### config.mk
export PLATFORM = sky130hd
export DESIGN_NAME = array_backed_linked_list
export DESIGN_NICKNAME = d
export VERILOG_FILES = /design/src/hdl/abl_pkg.sv /design/src/hdl/abl_free_scan.sv /design/src/hdl/array_backed_linked_list.sv
export SDC_FILE = /design/constraint.sdc
export NUM_CORES = 2
export LEC_CHECK = 0
export BUFFER_PORTS_ARGS = -buffer_cell sky130_fd_sc_hd__buf_2
export CORE_MARGIN = 2
export CORE_UTILIZATION = 55
export CTS_BUF_LIST = sky130_fd_sc_hd__clkbuf_8
export DETAILED_ROUTE_END_ITERATION = 10
export PLACE_DENSITY = 0.8
export SLEW_MARGIN = 20
export SYNTH_ARGS = -nofsm -noshare
export SYNTH_HDL_FRONTEND = slang
export SYNTH_SLANG_ARGS = --single-unit
### constraint.sdc
create_clock -name clk -period 10.27 [get_ports clk]
set_input_delay 2.054 -clock clk [delete_from_list [all_inputs] [get_ports clk]]
set_output_delay 2.054 -clock clk [all_outputs]
set_load 0.05 [all_outputs]
### src/hdl/abl_pkg.sv
`default_nettype none

package abl_pkg;

  // Table geometry
  localparam int SLOTS      = 128;
  localparam int SLOT_BITS  = $clog2(SLOTS);
  localparam int VALUE_BITS = 32;

  // Free-slot scan: one chunk of used bits per cycle
  localparam int SCAN_WIDTH = (SLOTS < 8) ? SLOTS : 8;
  localparam int CHUNKS     = SLOTS / SCAN_WIDTH;
  localparam int CHUNK_BITS = (CHUNKS > 1) ? $clog2(CHUNKS) : 1;

  typedef enum logic [1:0] {
    OP_APPEND = 2'd0,
    OP_INSERT = 2'd1,
    OP_REMOVE = 2'd2,
    OP_CHANGE = 2'd3
  } opcode_t;

  typedef enum logic [1:0] {
    ST_OK      = 2'd0,
    ST_ILLEGAL = 2'd1,
    ST_FULL    = 2'd2
  } status_t;

  typedef enum logic [2:0] {
    S_IDLE,
    S_SCAN,
    S_WALK_TAIL,
    S_LINK_NEW,
    S_LINK_AFTER,
    S_WALK_PRED,
    S_UNLINK
  } state_t;

  // Command and result payloads
  typedef struct packed {
    opcode_t                opcode;
    logic [6:0]             slot;
    logic signed [31:0]     value;
  } cmd_t;

  typedef struct packed {
    status_t    status;
    logic [6:0] new_slot;
    logic [6:0] count;
  } result_t;

  // Scanner answer
  typedef struct packed {
    logic                 found;
    logic [SLOT_BITS-1:0] slot;
  } scan_t;

endpackage

`default_nettype wire

### src/hdl/abl_free_scan.sv
`default_nettype none

// Lowest clear used bit within one chunk of the slot table
module abl_free_scan (
  input  wire logic [abl_pkg::SLOTS-1:0]      used,
  input  wire logic [abl_pkg::CHUNK_BITS-1:0] chunk,
  output abl_pkg::scan_t                      hit
);

  logic [abl_pkg::SCAN_WIDTH-1:0] word;

  assign word = used[chunk * abl_pkg::SCAN_WIDTH +: abl_pkg::SCAN_WIDTH];

  // Priority encode: walk from the top so the lowest free bit wins
  always_comb begin
    hit.found = 1'b0;
    hit.slot  = '0;
    for (int i = abl_pkg::SCAN_WIDTH - 1; i >= 0; i--) begin
      if (!word[i]) begin
        hit.found = 1'b1;
        hit.slot  = abl_pkg::SLOT_BITS'(chunk * abl_pkg::SCAN_WIDTH)
                    | abl_pkg::SLOT_BITS'(i);
      end
    end
  end

endmodule

`default_nettype wire

### src/hdl/array_backed_linked_list.sv
// Channel   Ports                   Transfer
// command   start, busy, cmd        start && !busy at a rising edge
// result    done, result            done high for one cycle, always taken
//
// Checks that fail (bad slot) answer in the cycle after the command; change
// answers the same way. Append and insert scan the used bits 8 slots a
// cycle, then append walks the link memory one node a cycle to the tail,
// then S_LINK_NEW and S_LINK_AFTER write the links. Remove walks to the
// predecessor and then unlinks in S_UNLINK.
// Synchronous reset empties the list at once; no clearing pass is needed.
// busy is high while an item is at work; the receiver cannot stall.
`default_nettype none

module array_backed_linked_list (
  input  wire logic            clk,
  input  wire logic            rst,
  input  wire logic            start,
  output logic                 busy,
  input  wire abl_pkg::cmd_t   cmd,
  output logic                 done,
  output abl_pkg::result_t     result
);

  localparam int SB = abl_pkg::SLOT_BITS;

  abl_pkg::state_t state, state_next;

  logic [SB-1:0]                    cur, cur_next;
  logic [SB-1:0]                    pred, pred_next;
  logic [SB-1:0]                    fresh, fresh_next;
  logic [SB-1:0]                    tgt, tgt_next;
  logic [abl_pkg::VALUE_BITS-1:0]   val, val_next;
  logic [abl_pkg::CHUNK_BITS-1:0]   scan_chunk, scan_chunk_next;
  abl_pkg::opcode_t                 op, op_next;
  logic [6:0]                       count, count_next;
  logic [SB-1:0]                    head_link, head_link_next;
  logic [abl_pkg::SLOTS-1:0]        used;

  // Memories: links of slots 1.. (head link lives in a register) and values
  logic [SB-1:0]                    link_mem [abl_pkg::SLOTS];
  logic [abl_pkg::VALUE_BITS-1:0]   value_mem [abl_pkg::SLOTS];
  logic [SB-1:0]                    rd_data;
  logic [SB-1:0]                    link_cur;

  logic                             link_we;
  logic [SB-1:0]                    link_wa, link_wd;
  logic                             val_we;
  logic [SB-1:0]                    val_wa;
  logic [abl_pkg::VALUE_BITS-1:0]   val_wd;
  logic                             used_set, used_clr;
  logic [SB-1:0]                    used_idx;

  logic                             fin;
  abl_pkg::status_t                 fin_status;
  logic [SB-1:0]                    fin_slot;

  abl_pkg::scan_t                   scan;

  abl_free_scan u_scan (
    .used  (used),
    .chunk (scan_chunk),
    .hit   (scan)
  );

  assign busy     = (state != abl_pkg::S_IDLE);
  assign link_cur = (cur == '0) ? head_link : rd_data;

  // Link memory: one write port, read of the node the walk sits on next
  always_ff @(posedge clk) begin
    if (link_we) begin
      link_mem[link_wa] <= link_wd;
    end
    rd_data <= link_mem[cur_next];
  end

  // Value memory
  always_ff @(posedge clk) begin
    if (val_we) begin
      value_mem[val_wa] <= val_wd;
    end
  end

  // Control and status registers
  always_ff @(posedge clk) begin
    if (rst) begin
      state     <= abl_pkg::S_IDLE;
      count     <= '0;
      head_link <= '0;
      used      <= {{(abl_pkg::SLOTS-1){1'b0}}, 1'b1};
      done      <= 1'b0;
    end else begin
      state     <= state_next;
      count     <= count_next;
      head_link <= head_link_next;
      done      <= fin;
      if (used_set) begin
        used[used_idx] <= 1'b1;
      end else if (used_clr) begin
        used[used_idx] <= 1'b0;
      end
    end
  end

  // Working registers and result
  always_ff @(posedge clk) begin
    cur        <= cur_next;
    pred       <= pred_next;
    fresh      <= fresh_next;
    tgt        <= tgt_next;
    val        <= val_next;
    scan_chunk <= scan_chunk_next;
    op         <= op_next;
    if (fin) begin
      result.status   <= fin_status;
      result.new_slot <= 7'(fin_slot);
      result.count    <= count_next;
    end
  end

  // Sequencer
  always_comb begin
    state_next      = state;
    cur_next        = cur;
    pred_next       = pred;
    fresh_next      = fresh;
    tgt_next        = tgt;
    val_next        = val;
    scan_chunk_next = scan_chunk;
    op_next         = op;
    count_next      = count;
    head_link_next  = head_link;
    link_we         = 1'b0;
    link_wa         = fresh;
    link_wd         = link_cur;
    val_we          = 1'b0;
    val_wa          = fresh;
    val_wd          = val;
    used_set        = 1'b0;
    used_clr        = 1'b0;
    used_idx        = fresh;
    fin             = 1'b0;
    fin_status      = abl_pkg::ST_OK;
    fin_slot        = '0;

    case (state)
      abl_pkg::S_IDLE: begin
        if (start) begin
          op_next         = cmd.opcode;
          tgt_next        = SB'(cmd.slot);
          val_next        = cmd.value[abl_pkg::VALUE_BITS-1:0];
          scan_chunk_next = '0;
          case (cmd.opcode)
            abl_pkg::OP_APPEND: begin
              cur_next   = '0;
              state_next = abl_pkg::S_SCAN;
            end
            abl_pkg::OP_INSERT: begin
              if (!used[SB'(cmd.slot)]) begin
                fin        = 1'b1;
                fin_status = abl_pkg::ST_ILLEGAL;
              end else begin
                cur_next   = SB'(cmd.slot);
                state_next = abl_pkg::S_SCAN;
              end
            end
            abl_pkg::OP_REMOVE: begin
              if (cmd.slot == '0 || !used[SB'(cmd.slot)]) begin
                fin        = 1'b1;
                fin_status = abl_pkg::ST_ILLEGAL;
              end else begin
                cur_next   = '0;
                state_next = abl_pkg::S_WALK_PRED;
              end
            end
            default: begin
              // change value
              fin = 1'b1;
              if (cmd.slot == '0 || !used[SB'(cmd.slot)]) begin
                fin_status = abl_pkg::ST_ILLEGAL;
              end else begin
                val_we = 1'b1;
                val_wa = SB'(cmd.slot);
                val_wd = cmd.value[abl_pkg::VALUE_BITS-1:0];
              end
            end
          endcase
        end
      end

      // Look for the lowest free slot, one chunk a cycle
      abl_pkg::S_SCAN: begin
        if (scan.found) begin
          fresh_next = scan.slot;
          state_next = (op == abl_pkg::OP_APPEND) ? abl_pkg::S_WALK_TAIL
                                                  : abl_pkg::S_LINK_NEW;
        end else if (scan_chunk == abl_pkg::CHUNK_BITS'(abl_pkg::CHUNKS - 1)) begin
          fin        = 1'b1;
          fin_status = abl_pkg::ST_FULL;
          state_next = abl_pkg::S_IDLE;
        end else begin
          scan_chunk_next = scan_chunk + 1'b1;
        end
      end

      // Follow links until the end marker
      abl_pkg::S_WALK_TAIL: begin
        if (link_cur == '0) begin
          state_next = abl_pkg::S_LINK_NEW;
        end else begin
          cur_next = link_cur;
        end
      end

      // New node takes over the successor of the node it follows
      abl_pkg::S_LINK_NEW: begin
        link_we    = 1'b1;
        link_wa    = fresh;
        link_wd    = link_cur;
        val_we     = 1'b1;
        used_set   = 1'b1;
        state_next = abl_pkg::S_LINK_AFTER;
      end

      abl_pkg::S_LINK_AFTER: begin
        if (cur == '0) begin
          head_link_next = fresh;
        end else begin
          link_we = 1'b1;
          link_wa = cur;
          link_wd = fresh;
        end
        count_next = count + 1'b1;
        fin        = 1'b1;
        fin_slot   = fresh;
        state_next = abl_pkg::S_IDLE;
      end

      // Find the node whose link names the target
      abl_pkg::S_WALK_PRED: begin
        if (link_cur == tgt || link_cur == '0) begin
          pred_next  = cur;
          cur_next   = tgt;
          state_next = abl_pkg::S_UNLINK;
        end else begin
          cur_next = link_cur;
        end
      end

      // link_cur now holds the target's successor
      abl_pkg::S_UNLINK: begin
        if (pred == '0) begin
          head_link_next = link_cur;
        end else begin
          link_we = 1'b1;
          link_wa = pred;
          link_wd = link_cur;
        end
        used_clr   = 1'b1;
        used_idx   = tgt;
        count_next = (count != '0) ? count - 1'b1 : count;
        fin        = 1'b1;
        state_next = abl_pkg::S_IDLE;
      end

      default: begin
        state_next = abl_pkg::S_IDLE;
      end
    endcase
  end

endmodule

`default_nettype wire

==> reports/qor.csv <==
metric;value;unit
postRouteWirelength;125500;um
syn_to_final_growth;8.758;%
seqCellArea;0.03140;mm^2
min_period;7.720;ns
yosysMostFrequentCell;edfxtp_1;
cts_tree;yes;
synth_seq_cells;1099;
hold_depth;2;
via_per_inst;6.580;
reg2reg_depth;16;
cts_made_buffers;165;
async_flop_share;0;
grt_max_degree;136;
status;finished, final reports clean;
synth_area_leader_cell;edfxtp_1;
cts_sinks;1099;
port_buffers;29;
htreeDepth;4;
rsz0062_at_grt;false;
grtUsageMet2;0.4200;
post_cts.repair.setup_buffers;0;
arrival;8.49;ns
dpl.cell_count;4740;
synth_edf_count;939;
leakagePower;17.54;nW
initial_core_util;0.5544;
period_share;0.7517;
skew;0.04568;ns
p_per_area;304.9;mW/mm^2
die_area;0.08969;mm^2
slowest_stage;buf_2;
clock_path_buffers;3;
final_cells;5044;
worst_ep_required_time;11.04;ns
setup_viol_count_final;0;
grt.total_usage;0.2748;
worst_pin_slew;1.189;ns
finalPower;15.92;mW
synth_flop_cell;edfxtp_1;
grt.met1_usage;0.3741;
fp.dieW;299.5;um
synth_cell_type_count;81;
die_h;299.5;um
cap_viol_max_count;0;
grt_pass1_wl;187900;um
ant_nets;0;
grt_overflow;0;
fillers;6356;
multiInputGateArea;0.01548;mm^2
ir_drop;0.0004141;V
cts_hold_buf;0;
grt_use_met3;0.07161;
synth_seq_area_share;0.6539;
finalCoreUtilization;0.6029;
syn-instance-count;3761;
synth_top_area_frac;0.5872;
routedWlPerCell;24.88;um
num_vias;33188;
critPathKind;input port to flip-flop;
maxSlewViolCount;0;
cts_resized;0;
rows;108;
core;0.08662;mm^2
crit_path_start_kind;input port;
drive_above_1_share;0.1104;
synth_nets;3809;
grt_busiest_layer;met2;
synth_common_cells;edfxtp_1 (939), nand2_1 (496), nor2_1 (295), mux2i_1 (272), a21oi_1 (204);
drtIter0Drc;4979;
clk_pin_slew;0.06;ns
cts_root_buf;clkbuf_8;
crit_path_max_fanout;30;
yosys_warnings;0;
final-hold-violation-count;0;
max_stage_delay;0.73;ns
firstDrtPassIters;6;
ios;62;
gp_congestion;0.9430;
synth.avg_cell_area;12.77;um^2
hp-class;flip-flop to flip-flop;
fin_nets;3800;
synthTopCellsByArea;edfxtp_1 (59%), dfxtp_1 (6.7%), mux2i_1 (5.7%);
drc_errors;0;
maxSlewHeadroom;0.2027;
crit_top_cell;buf_4;
grt_pass1_vias;31062;
crit_path_end_kind;flip-flop;
antenna_found_initial;4;
tns;0;ns
worstPathCellList;buf_2 > buf_4 > mux2i_1 > a22oi_1 > a32oi_1 > a21oi_1 > nor3_1 > o41ai_2 > a21o_1 > nand2_1 > buf_4 > clkinv_2 > buf_4 > mux2i_1 > a211oi_1 > a211oi_1 > or4_1 > nor4_1;
dp_hpwl;76190;um
synth_area;0.04802;mm^2
clk_latency;0.89;ns
fmax;0.1295;GHz
-- layout make-up --
type	instances	area share
clock buffers	168	0.04428
well taps	1155	0.02767
repair buffers	89	0.01311
multi-input cells	2368	0.2964
flip-flops and latches	1099	0.6013
clock inverters	133	0.01473
inverters	29	0.002396
diodes	3	0.0001438
-- path summary, 6_finish.rpt --
kind	slack [ns]	end	from
worst max-delay path	2.55	rd_data[6]	cmd[33]
worst min-delay path	0.47	flip-flop	flip-flop
worst max register to register	3.72	rd_data[5]	cur[1]
worst min register to register	0.47	flip-flop	flip-flop
-- critical path, delay by kind of cell --
kind	cells	cell delay, ns
AND/OR/NAND/NOR	4	1.37
buffers and inverters	5	2.18
AO/OA/AOI/OAI	7	2.52
multiplexers	2	0.26
-- logic make-up after synthesis --
kind of cell | count (synthesis) | share of synthesized area
flops | 1099 | 0.6539
xor+xnor | 17 | 0.003101
mux | 360 | 0.09211
compound gates | 800 | 0.1145
buf+inv | 294 | 0.02645
fa+ha+maj | 4 | 0.001042
simple gates | 1187 | 0.1088
-- where the power goes --
group          internal, mW  total, mW  switching [mW]  leakage (nW)
Sequential             5.85       6.04           0.180          9.77
Clock                  1.67       3.37            1.70          1.84
Combinational          1.77       6.52            4.75          5.93
Total                  9.30       15.9            6.63          17.5
-- per-stage QoR --
step / setup WS (ns) / instance area, um^2 / hold slack [ns]
2_1_floorplan: 2.616 / 48020 / 0.4064
3_3_place_gp: 2.029 / 49100 / 0.4588
3_5_place_dp: 1.847 / 49130 / 0.4663
4_1_cts: 2.747 / 52210 / 0.4741
5_1_grt: 2.360 / 52220 / 0.4955
6_report: 2.550 / 52220 / 0.4740
-- cells in the final DEF (no fill, tap or decap), types with 43 or more instances in the layout --
cell	count
nor2_1	291
mux2i_1	272
nand3_1	189
o21ai_0	135
nand2_1	495
inv_1	97
clkbuf_8	168
a211oi_1	70
a311oi_1	43
dfxtp_1	160
a21oi_1	203
buf_4	54
o211a_1	45
mux4_2	63
edfxtp_1	939
-- routing by layer --
metal / up-vias / share of wire
met5: - / 0.00033
met4: 6 / 0.041
met3: 392 / 0.13
met2: 2298 / 0.46
met1: 16092 / 0.37
li1: 14400 / -
Power figures use the tool's default switching activity.
